`config.mk`:
```
export PLATFORM = sky130hd
export DESIGN_NAME = led_comet_frame_generator
export DESIGN_NICKNAME = d
export VERILOG_FILES = /design/src/design/lcfg_pkg.sv /design/src/design/led_comet_frame_generator.sv /design/src/design/lcfg_lane.sv /design/src/design/lcfg_ctrl.sv
export SDC_FILE = /design/constraint.sdc
export NUM_CORES = 1
export LEC_CHECK = 0
export BUFFER_PORTS_ARGS = -buffer_cell sky130_fd_sc_hd__buf_4
export CORE_MARGIN = 2
export CORE_UTILIZATION = 41
export DETAILED_ROUTE_END_ITERATION = 16
export GPL_ROUTABILITY_DRIVEN = 1
export HOLD_SLACK_MARGIN = 0.12
export PLACE_DENSITY = 0.56
export SYNTH_ARGS = -nofsm -noshare
export SYNTH_HDL_FRONTEND = slang
export SYNTH_SLANG_ARGS = --single-unit
```
`constraint.sdc`:
```
create_clock -name clk -period 4.3 [get_ports clk]
set_input_delay 0.645 -clock clk [delete_from_list [all_inputs] [get_ports clk]]
set_output_delay 0.645 -clock clk [all_outputs]
set_load 0.01 [all_outputs]
```
`src/design/lcfg_pkg.sv`:
```
// Package for the LED comet frame generator.
// Holds the field widths, register indexes, state codes and the structs shared by the modules.
// No dependencies.
`timescale 1ns / 1ps

package lcfg_pkg;

    // Strip limits and field widths.
    localparam int MAX_LEDS  = 64;
    localparam int COLOR_W   = 8;
    localparam int CHAN_W    = 7;
    localparam int INDEX_W   = 6;
    localparam int POS_W     = 7;
    localparam int SIZE_W    = 7;
    localparam int PROD_W    = COLOR_W + SIZE_W;
    localparam int DIV_W     = SIZE_W + 1;
    localparam int CFG_IDX_W = 2;
    localparam int CFG_W     = 7;

    // Bit-serial schedule of one channel lane.
    localparam int MUL_STEPS = SIZE_W;
    localparam int DIV_STEPS = CHAN_W;
    localparam int STEP_W    = 4;

    // Configuration register indexes.
    localparam logic [CFG_IDX_W-1:0] REG_LED_COUNT  = 2'd0;
    localparam logic [CFG_IDX_W-1:0] REG_COMET_SIZE = 2'd1;

    // Register reset values.
    localparam logic [CFG_W-1:0] LED_COUNT_RST  = 7'd16;
    localparam logic [CFG_W-1:0] COMET_SIZE_RST = 7'd4;

    // Frame sequencer states.
    typedef enum logic [3:0] {
        ST_IDLE = 4'b0001,
        ST_LOAD = 4'b0010,
        ST_CALC = 4'b0100,
        ST_PUSH = 4'b1000
    } state_t;

    // One pixel job handed to the channel lanes.
    typedef struct packed {
        logic              start;
        logic [SIZE_W-1:0] mult;
        logic [SIZE_W-1:0] size;
    } job_t;

    // Hand-off of a finished pixel to the output register.
    typedef struct packed {
        logic               push;
        logic [INDEX_W-1:0] index;
        logic               last;
    } push_t;

endpackage

```
`src/design/led_comet_frame_generator.sv`:
```
// LED comet frame generator: each input transfer is one frame tick with an RGBW head color,
// and the block answers with one output transfer per pixel of the strip, pixel 0 first,
// tlast on the final pixel. Each pixel goes through one load, then seven bit-serial
// multiply steps and seven restoring divide steps in the four channel lanes that run side
// by side, then one hand-off; the input is ready again once the last pixel sits in the
// output register. There is no clearing pass after reset. Depends on lcfg_pkg, lcfg_lane
// and lcfg_ctrl.
`timescale 1ns / 1ps

module led_comet_frame_generator
(
    input  logic                            clk,
    input  logic                            rst_n,
    input  logic                            cfg_we,
    input  logic [lcfg_pkg::CFG_IDX_W-1:0]  cfg_index,
    input  logic [lcfg_pkg::CFG_W-1:0]      cfg_data,
    input  logic                            s_tvalid,
    output logic                            s_tready,
    // base_red[7:0], base_green[15:8], base_blue[23:16], base_white[31:24]
    input  logic [31:0]                     s_tdata,
    output logic                            m_tvalid,
    input  logic                            m_tready,
    // pixel_index[5:0], out_red[12:6], out_green[19:13], out_blue[26:20],
    // out_white[33:27], zero fill[39:34]
    output logic [39:0]                     m_tdata,
    output logic                            m_tlast
);

    localparam int OUT_W = lcfg_pkg::INDEX_W + 4 * lcfg_pkg::CHAN_W;

    lcfg_pkg::job_t                 job;
    lcfg_pkg::push_t                push;
    logic [31:0]                    color_reg;
    logic [lcfg_pkg::CHAN_W-1:0]    q_red, q_green, q_blue, q_white;
    logic                           done_red, done_green, done_blue, done_white;
    logic                           lane_done;
    logic                           out_free;
    logic                           out_valid_reg, out_valid_next;
    logic [OUT_W-1:0]               out_data_reg;
    logic                           out_last_reg;

    lcfg_ctrl u_ctrl
    (
        .clk       (clk),
        .rst_n     (rst_n),
        .cfg_we    (cfg_we),
        .cfg_index (cfg_index),
        .cfg_data  (cfg_data),
        .s_tvalid  (s_tvalid),
        .s_tready  (s_tready),
        .job       (job),
        .lane_done (lane_done),
        .out_free  (out_free),
        .push      (push)
    );

    lcfg_lane u_lane_red
    (
        .clk      (clk),
        .rst_n    (rst_n),
        .job      (job),
        .color    (color_reg[7:0]),
        .quotient (q_red),
        .done     (done_red)
    );

    lcfg_lane u_lane_green
    (
        .clk      (clk),
        .rst_n    (rst_n),
        .job      (job),
        .color    (color_reg[15:8]),
        .quotient (q_green),
        .done     (done_green)
    );

    lcfg_lane u_lane_blue
    (
        .clk      (clk),
        .rst_n    (rst_n),
        .job      (job),
        .color    (color_reg[23:16]),
        .quotient (q_blue),
        .done     (done_blue)
    );

    lcfg_lane u_lane_white
    (
        .clk      (clk),
        .rst_n    (rst_n),
        .job      (job),
        .color    (color_reg[31:24]),
        .quotient (q_white),
        .done     (done_white)
    );

    assign lane_done = done_red & done_green & done_blue & done_white;

    // Hold the head color of the accepted tick for the whole frame.
    always_ff @(posedge clk)
    begin
        if (s_tvalid && s_tready)
        begin
            color_reg <= s_tdata;
        end
    end

    // Output register: free when empty or when its transfer completes this cycle.
    assign out_free = !out_valid_reg || m_tready;

    always_comb
    begin
        if (push.push)
        begin
            out_valid_next = 1'b1;
        end
        else if (m_tready)
        begin
            out_valid_next = 1'b0;
        end
        else
        begin
            out_valid_next = out_valid_reg;
        end
    end

    always_ff @(posedge clk or negedge rst_n)
    begin
        if (!rst_n)
        begin
            out_valid_reg <= 1'b0;
        end
        else
        begin
            out_valid_reg <= out_valid_next;
        end
    end

    always_ff @(posedge clk)
    begin
        if (push.push)
        begin
            out_data_reg <= {q_white, q_blue, q_green, q_red, push.index};
            out_last_reg <= push.last;
        end
    end

    assign m_tvalid = out_valid_reg;
    assign m_tdata  = {{(40 - OUT_W){1'b0}}, out_data_reg};
    assign m_tlast  = out_last_reg;

endmodule

```
`src/design/lcfg_lane.sv`:
```
// One color channel lane: bit-serial shift-add multiply, then restoring divide.
// Computes floor(color * mult / (2 * size)). Depends on lcfg_pkg.
`timescale 1ns / 1ps

module lcfg_lane
(
    input  logic                          clk,
    input  logic                          rst_n,
    input  lcfg_pkg::job_t                job,
    input  logic [lcfg_pkg::COLOR_W-1:0]  color,
    output logic [lcfg_pkg::CHAN_W-1:0]   quotient,
    output logic                          done
);

    localparam logic [lcfg_pkg::STEP_W-1:0] MUL_LAST =
        lcfg_pkg::STEP_W'(lcfg_pkg::MUL_STEPS - 1);
    localparam logic [lcfg_pkg::STEP_W-1:0] STEP_LAST =
        lcfg_pkg::STEP_W'(lcfg_pkg::MUL_STEPS + lcfg_pkg::DIV_STEPS - 1);

    logic                          busy_reg, busy_next;
    logic                          done_reg, done_next;
    logic [lcfg_pkg::STEP_W-1:0]   step_reg, step_next;
    logic [lcfg_pkg::PROD_W-1:0]   mcand_reg, mcand_next;
    logic [lcfg_pkg::SIZE_W-1:0]   mplier_reg, mplier_next;
    logic [lcfg_pkg::PROD_W-1:0]   acc_reg, acc_next;
    logic [lcfg_pkg::DIV_W-1:0]    rem_reg, rem_next;
    logic [lcfg_pkg::CHAN_W-1:0]   low_reg, low_next;
    logic [lcfg_pkg::CHAN_W-1:0]   quo_reg, quo_next;
    logic [lcfg_pkg::DIV_W-1:0]    div_reg, div_next;

    logic [lcfg_pkg::PROD_W-1:0]   acc_sum;
    logic [lcfg_pkg::DIV_W:0]      trial;
    logic [lcfg_pkg::DIV_W:0]      diff;
    logic                          fits;

    // One multiply step adds the shifted color; one divide step tries a subtract.
    always_comb
    begin
        acc_sum = acc_reg + (mplier_reg[0] ? mcand_reg : '0);
        trial   = {rem_reg, low_reg[lcfg_pkg::CHAN_W-1]};
        diff    = trial - {1'b0, div_reg};
        fits    = (trial >= {1'b0, div_reg});

        busy_next   = busy_reg;
        done_next   = 1'b0;
        step_next   = step_reg;
        mcand_next  = mcand_reg;
        mplier_next = mplier_reg;
        acc_next    = acc_reg;
        rem_next    = rem_reg;
        low_next    = low_reg;
        quo_next    = quo_reg;
        div_next    = div_reg;

        if (job.start)
        begin
            busy_next   = 1'b1;
            step_next   = '0;
            mcand_next  = {{lcfg_pkg::SIZE_W{1'b0}}, color};
            mplier_next = job.mult;
            acc_next    = '0;
            div_next    = {job.size, 1'b0};
            quo_next    = '0;
        end
        else if (busy_reg)
        begin
            step_next = step_reg + 1'b1;
            if (step_reg <= MUL_LAST)
            begin
                acc_next    = acc_sum;
                mcand_next  = {mcand_reg[lcfg_pkg::PROD_W-2:0], 1'b0};
                mplier_next = {1'b0, mplier_reg[lcfg_pkg::SIZE_W-1:1]};
                // The product is below 128 times the divisor, so its upper bits
                // already form a valid partial remainder.
                if (step_reg == MUL_LAST)
                begin
                    rem_next = acc_sum[lcfg_pkg::PROD_W-1:lcfg_pkg::CHAN_W];
                    low_next = acc_sum[lcfg_pkg::CHAN_W-1:0];
                end
            end
            else
            begin
                quo_next = {quo_reg[lcfg_pkg::CHAN_W-2:0], fits};
                rem_next = fits ? diff[lcfg_pkg::DIV_W-1:0] : trial[lcfg_pkg::DIV_W-1:0];
                low_next = {low_reg[lcfg_pkg::CHAN_W-2:0], 1'b0};
            end
            if (step_reg == STEP_LAST)
            begin
                busy_next = 1'b0;
                done_next = 1'b1;
            end
        end
    end

    // Control state.
    always_ff @(posedge clk or negedge rst_n)
    begin
        if (!rst_n)
        begin
            busy_reg <= 1'b0;
            done_reg <= 1'b0;
            step_reg <= '0;
        end
        else
        begin
            busy_reg <= busy_next;
            done_reg <= done_next;
            step_reg <= step_next;
        end
    end

    // Datapath shift registers.
    always_ff @(posedge clk)
    begin
        mcand_reg  <= mcand_next;
        mplier_reg <= mplier_next;
        acc_reg    <= acc_next;
        rem_reg    <= rem_next;
        low_reg    <= low_next;
        quo_reg    <= quo_next;
        div_reg    <= div_next;
    end

    assign quotient = quo_reg;
    assign done     = done_reg;

`ifndef NO_ASSERTIONS
    // A job is never started while the previous one is still being worked on.
    a_start_idle: assert property (@(posedge clk) disable iff (!rst_n)
        job.start |-> !busy_reg)
        else $error("lane started while busy");

    // A job finishes after the fixed multiply and divide schedule.
    a_done_time: assert property (@(posedge clk) disable iff (!rst_n)
        job.start |-> ##15 done)
        else $error("lane result not ready on schedule");
`endif

endmodule

```
`src/design/lcfg_ctrl.sv`:
```
// Frame sequencer: configuration registers, head position and the per-pixel loop.
// Works out the tail distance and issues one job per pixel. Depends on lcfg_pkg.
`timescale 1ns / 1ps

module lcfg_ctrl
(
    input  logic                            clk,
    input  logic                            rst_n,
    input  logic                            cfg_we,
    input  logic [lcfg_pkg::CFG_IDX_W-1:0]  cfg_index,
    input  logic [lcfg_pkg::CFG_W-1:0]      cfg_data,
    input  logic                            s_tvalid,
    output logic                            s_tready,
    output lcfg_pkg::job_t                  job,
    input  logic                            lane_done,
    input  logic                            out_free,
    output lcfg_pkg::push_t                 push
);

    lcfg_pkg::state_t               state_reg, state_next;
    logic [lcfg_pkg::CFG_W-1:0]     led_count_reg;
    logic [lcfg_pkg::CFG_W-1:0]     comet_size_reg;
    logic [lcfg_pkg::POS_W-1:0]     head_reg, head_next;
    logic [lcfg_pkg::INDEX_W-1:0]   pix_reg, pix_next;

    logic [lcfg_pkg::POS_W-1:0]     n_eff;
    logic [lcfg_pkg::SIZE_W-1:0]    s_eff;
    logic [lcfg_pkg::POS_W:0]       wrap_dist;
    logic [lcfg_pkg::POS_W-1:0]     tail_dist;
    logic [lcfg_pkg::SIZE_W-1:0]    mult;
    logic                           is_last;
    logic                           do_push;

    // Clamp the pixel count to the strip, and treat a zero pixel count or a zero tail as one pixel.
    always_comb
    begin
        if (led_count_reg == '0)
        begin
            n_eff = 7'd1;
        end
        else if (led_count_reg > lcfg_pkg::POS_W'(lcfg_pkg::MAX_LEDS))
        begin
            n_eff = lcfg_pkg::POS_W'(lcfg_pkg::MAX_LEDS);
        end
        else
        begin
            n_eff = led_count_reg;
        end
        s_eff = (comet_size_reg == '0) ? 7'd1 : comet_size_reg;
    end

    // Circular distance behind the head and the fade weight it gives.
    always_comb
    begin
        wrap_dist = {1'b0, n_eff} + {1'b0, head_reg} - {2'b00, pix_reg};
        if ({1'b0, pix_reg} <= head_reg)
        begin
            tail_dist = head_reg - {1'b0, pix_reg};
        end
        else
        begin
            tail_dist = wrap_dist[lcfg_pkg::POS_W-1:0];
        end
        mult    = (tail_dist <= s_eff) ? (s_eff - tail_dist) : '0;
        is_last = ({1'b0, pix_reg} == (n_eff - 7'd1));
    end

    // Sequencer next state.
    always_comb
    begin
        state_next = state_reg;
        head_next  = head_reg;
        pix_next   = pix_reg;
        do_push    = 1'b0;

        case (state_reg)
            lcfg_pkg::ST_IDLE:
            begin
                if (s_tvalid)
                begin
                    if (head_reg == '0 || head_reg >= n_eff)
                    begin
                        head_next = 7'd1;
                    end
                    else
                    begin
                        head_next = head_reg + 7'd1;
                    end
                    pix_next   = '0;
                    state_next = lcfg_pkg::ST_LOAD;
                end
            end
            lcfg_pkg::ST_LOAD:
            begin
                state_next = lcfg_pkg::ST_CALC;
            end
            lcfg_pkg::ST_CALC,
            lcfg_pkg::ST_PUSH:
            begin
                if (state_reg == lcfg_pkg::ST_PUSH || lane_done)
                begin
                    if (out_free)
                    begin
                        do_push = 1'b1;
                        if (is_last)
                        begin
                            state_next = lcfg_pkg::ST_IDLE;
                        end
                        else
                        begin
                            pix_next   = pix_reg + 6'd1;
                            state_next = lcfg_pkg::ST_LOAD;
                        end
                    end
                    else
                    begin
                        state_next = lcfg_pkg::ST_PUSH;
                    end
                end
            end
            default:
            begin
                state_next = lcfg_pkg::ST_IDLE;
            end
        endcase
    end

    // Sequencer state, head and pixel counter.
    always_ff @(posedge clk or negedge rst_n)
    begin
        if (!rst_n)
        begin
            state_reg <= lcfg_pkg::ST_IDLE;
            head_reg  <= '0;
            pix_reg   <= '0;
        end
        else
        begin
            state_reg <= state_next;
            head_reg  <= head_next;
            pix_reg   <= pix_next;
        end
    end

    // Configuration writes; unknown indexes are dropped.
    always_ff @(posedge clk or negedge rst_n)
    begin
        if (!rst_n)
        begin
            led_count_reg  <= lcfg_pkg::LED_COUNT_RST;
            comet_size_reg <= lcfg_pkg::COMET_SIZE_RST;
        end
        else if (cfg_we)
        begin
            case (cfg_index)
                lcfg_pkg::REG_LED_COUNT:  led_count_reg  <= cfg_data;
                lcfg_pkg::REG_COMET_SIZE: comet_size_reg <= cfg_data;
                default:
                begin
                end
            endcase
        end
    end

    assign s_tready   = (state_reg == lcfg_pkg::ST_IDLE);
    assign job.start  = (state_reg == lcfg_pkg::ST_LOAD);
    assign job.mult   = mult;
    assign job.size   = s_eff;
    assign push.push  = do_push;
    assign push.index = pix_reg;
    assign push.last  = is_last;

`ifndef NO_ASSERTIONS
    // A pixel is only handed over when the output register can take it.
    a_push_free: assert property (@(posedge clk) disable iff (!rst_n)
        push.push |-> out_free)
        else $error("pixel pushed into a full output register");

    // Handing over the last pixel of a frame frees the input for the next tick.
    a_last_idle: assert property (@(posedge clk) disable iff (!rst_n)
        (push.push && push.last) |=> s_tready)
        else $error("input not ready after the last pixel");
`endif

endmodule
```
==> flow_results.org <==
** Setup path
- The worst setup path is captured at a flip-flop.
- For the worst setup path, the data arrival time is 4.38 ns.
- Startpoint-to-endpoint class of the critical path :: reg -> reg
- The worst setup path is launched from a flip-flop.
- For flop-to-flop paths, the worst setup slack is 0.21 ns.
- Of all nets on the critical path, the largest fanout is 7.
- Data on the critical path is required at its endpoint by 4.59 ns.

** Synth
- Register bit count reported by yosys :: 366
- In this run, synthesis inferred 194 flip-flops with an integrated enable.
- Post-Syn Area :: 0.0194 mm²
- Dominant cells by area after synthesis :: sky130_fd_sc_hd__edfxtp_1 30%, sky130_fd_sc_hd__dfxtp_1 12%, sky130_fd_sc_hd__ha_1 8.1%, sky130_fd_sc_hd__dfrtp_1 6.8%, sky130_fd_sc_hd__nand2_1 5.8%
- Most common flop cell mapped by yosys :: sky130_fd_sc_hd__edfxtp_1
- Counting every instance in the synthesized netlist gives 1926.
- Number of synthesis warnings :: 0
- Unique cell type count in the Yosys netlist :: 79
- Of all cell types, the one taking the most synthesized area is sky130_fd_sc_hd__edfxtp_1.
- The top cell type by area accounts for 30.0% of the synthesized area.
- Averaged over all synthesized cells, the footprint is 10.1 µm².
- Post-synthesis async set-or-reset flop share :: 15.3%
- Sequential cell area fraction in the yosys report :: 49.1%

** Placed design
- Port-buffer cells :: 82
- After detailed placement, the total cell area comes to 0.0208 mm².
- Final estimated routing congestion in global placement :: 0.821
- Half-perimeter wire length after placement :: 30500 µm

** GRT
- Initial antenna violation count :: 0
- First-pass GRT wire length :: 72400 µm
- Across every metal layer, demand over resource in global routing totals 18.0%.
- The via count of the first global-routing pass was 13970.
- Pin count of the biggest net entering global routing :: 57
- Global-route congestion overflow total :: 0

** Finish
- Leading cell type in the layout, fill and taps excluded :: sky130_fd_sc_hd__nand2_1
- The library cells used most frequently in the layout, excluding fill and tap cells, are 303 x sky130_fd_sc_hd__nand2_1, 194 x sky130_fd_sc_hd__edfxtp_1, 126 x sky130_fd_sc_hd__ha_1, 117 x sky130_fd_sc_hd__a21oi_1, 116 x sky130_fd_sc_hd__dfxtp_1.
- Finished Cell Area :: 0.0222 mm²
- Fill cell instance count of the final layout :: 4367
- Final cell utilization of the core :: 47.5%
- The number of antenna diodes in the final layout is 0.
- Area taken by multi-input logic gates :: 0.00923 mm²
- Area growth from synthesis to layout :: 13.9%
- Storage element area :: 0.00955 mm²
- The register with the most flip-flops in the layout has 34 of them.
- The final layout contains 2198 nets.
- The post-route netlist has 11.2% of its cells at a drive strength greater than 1.

** Clock network
- Clock-pin slew was measured on the worst setup and hold paths at 0.06 ns.
- Skew-Pair Late Insertion Delay :: 0.56 ns
- Cts-stage hold buffer count :: 0
- Clock Tree Buf Depth :: 3
- Cell at the root of the clock tree :: sky130_fd_sc_hd__clkbuf_16
- TritonCTS built the clock tree.
- Num CTS Buffers :: 42
- CTS sink cnt :: 366
- H-Tree Level Count :: 2

** Drt
- For this block, the routed nets add up to 43800 µm of wire.
- Post-route ant nets :: 0
- Using the TritonRoute via totals, the vias-per-cell ratio works out to 5.27.
- Final routed wire length divided by cell count :: 16.5 µm
- For this run, the detailed router's first-pass iteration total came to 11.
- Initial DRC Count :: 790
- The detailed router placed 13967 vias in this run.
- DRC violations left :: 5

** STA
- Final setup viols :: 0
- Relative slew slack :: 16.1%
- The final count of hold timing violations was 0.
- Based on the critical path, the design can be clocked at up to 244 MHz.
- For the pin with the worst max-slew slack, the measured transition is 1.26 ns.
- The clock arrives with 0.0173 ns of skew.
- Total negative slack :: 0 ns
- Setup repair after global routing could not meet its margin everywhere.
- The max-slew violation count was 0.
- Final cycle utilization of the critical path :: 95.1%
- Final worst path period need :: 4.09 ns

** Die
- The initialized floorplan defines 79 standard-cell rows.
- Initial standard-cell utilization of the core :: 41.7%
- Area of the core :: 0.0467 mm²
- Count of pins on the block boundary :: 89
- In this run the horizontal extent of the chip is 222 µm.
- Die boundary height :: 222 µm
- The floorplan step defined a die boundary enclosing 0.0492 mm².

** Power and ir drop
- Total power of the final layout :: 18900 µW
- The analysis attributes to cell leakage a power of 0.00935 µW.
- Power per cell area :: 852 mW/mm²
- Peak VDD IR :: 0.425 mV

** Flow run
- Max-cap violations in this run came to 0.

** Outcome
- Failing checks :: DRC
- The run finished, with violations left.

** Worst hold path
- Worst hold path class :: in -> async
[cells in the mapped netlist (all sizes together), types with 22 or more instances]
cell    count
a21oi     118
xnor2      57
a21o       22
xor2       29
mux2       29
o21ai     105
edfxtp    194
nor3       30
mux2i      32
nand3      51
dfrtp      53
dfxtp     116
and2       66
ha        126
nand2     303
inv       110
nor2      116
a22o       67
clkbuf     61
[report_power, final]
part | internal, µW | total [µW] | switching (µW) | leakage, µW
Combinational | 3590 | 8750 | 5160 | 0.00516
Clock | 2150 | 3590 | 1450 | 0.000682
Sequential | 5640 | 6540 | 902 | 0.00351
[path summary, 6_finish.rpt]
path / start / end / cells after the start
min in group clk: s_tdata[15] / color_reg[15] / 1
worst min register to register: u_lane_blue.quotient[6] / out_data_reg[26] / 0
worst max register to register: u_ctrl.pix_reg[1] / u_lane_blue.mplier_reg[6] / 17
worst min-delay path: rst_n / u_ctrl.pix_reg[0] / 1
worst max-delay path: u_ctrl.pix_reg[1] / u_lane_blue.mplier_reg[6] / 17
max in group asynchronous: rst_n / u_ctrl.pix_reg[1] / 1
[through the flow]
step                hold slack [ns]  worst slack [ns]  std cells
CTS                           0.181            0.0839       2651
floorplan                     0.349             0.393       1931
global route                  0.228           -0.0684       2651
global placement              0.420             0.149       2573
finish                        0.174             0.210       2651
detailed placement            0.421             0.116       2573
[final cells by class]
type / count / area share, %
Timing Repair Buffer: 109 / 3.69
Multi-Input combinational cell: 1381 / 41.6
Clock buffer: 62 / 5.69
Clock inverter: 16 / 0.582
Inverter: 110 / 1.87
Sequential cell: 366 / 43.1
Tap cell: 607 / 3.43
[logic make-up after synthesis]
family          Yosys count  share of synthesized area, %
xor+xnor                 88                          4.10
simple gates            645                          15.0
flops                   366                          49.1
fa+ha+maj               142                          9.75
other cells               1                        0.0193
mux                      61                          3.33
compound gates          439                          14.9
buf+inv                 184                          3.73
[what timing repair did]
action | CTS | global route
gates resized for setup | 0 | 5
endpoints found under the setup margin | 0 | 24
buffers inserted | 0 | 0
[worst max-delay path: stages, from the launching register on]
cell and delay (ns):
sky130_fd_sc_hd__dfrtp_2 0.45, sky130_fd_sc_hd__inv_1 0.13, sky130_fd_sc_hd__ha_1 0.32, sky130_fd_sc_hd__a21o_1 0.18, sky130_fd_sc_hd__a21o_1 0.19, sky130_fd_sc_hd__a21oi_1 0.17
sky130_fd_sc_hd__o21bai_1 0.13, sky130_fd_sc_hd__a21oi_2 0.19, sky130_fd_sc_hd__buf_4 0.18, sky130_fd_sc_hd__mux2_2 0.35, sky130_fd_sc_hd__ha_1 0.21, sky130_fd_sc_hd__fa_1 0.40
sky130_fd_sc_hd__o21ai_0 0.20, sky130_fd_sc_hd__a21oi_1 0.13, sky130_fd_sc_hd__o21ai_0 0.19, sky130_fd_sc_hd__a21oi_1 0.11, sky130_fd_sc_hd__xor2_1 0.19, sky130_fd_sc_hd__nor2_2 0.08
[routing by layer]
metal	vias up	wire length [µm]	GRT usage, %
li1	7021	-	-
met1	6670	21600	25.0
met2	229	19800	29.4
met3	47	1660	2.65
met4	0	702	4.75
met5	-	0	0
Note: power is estimated with default switching activity, not from simulation.
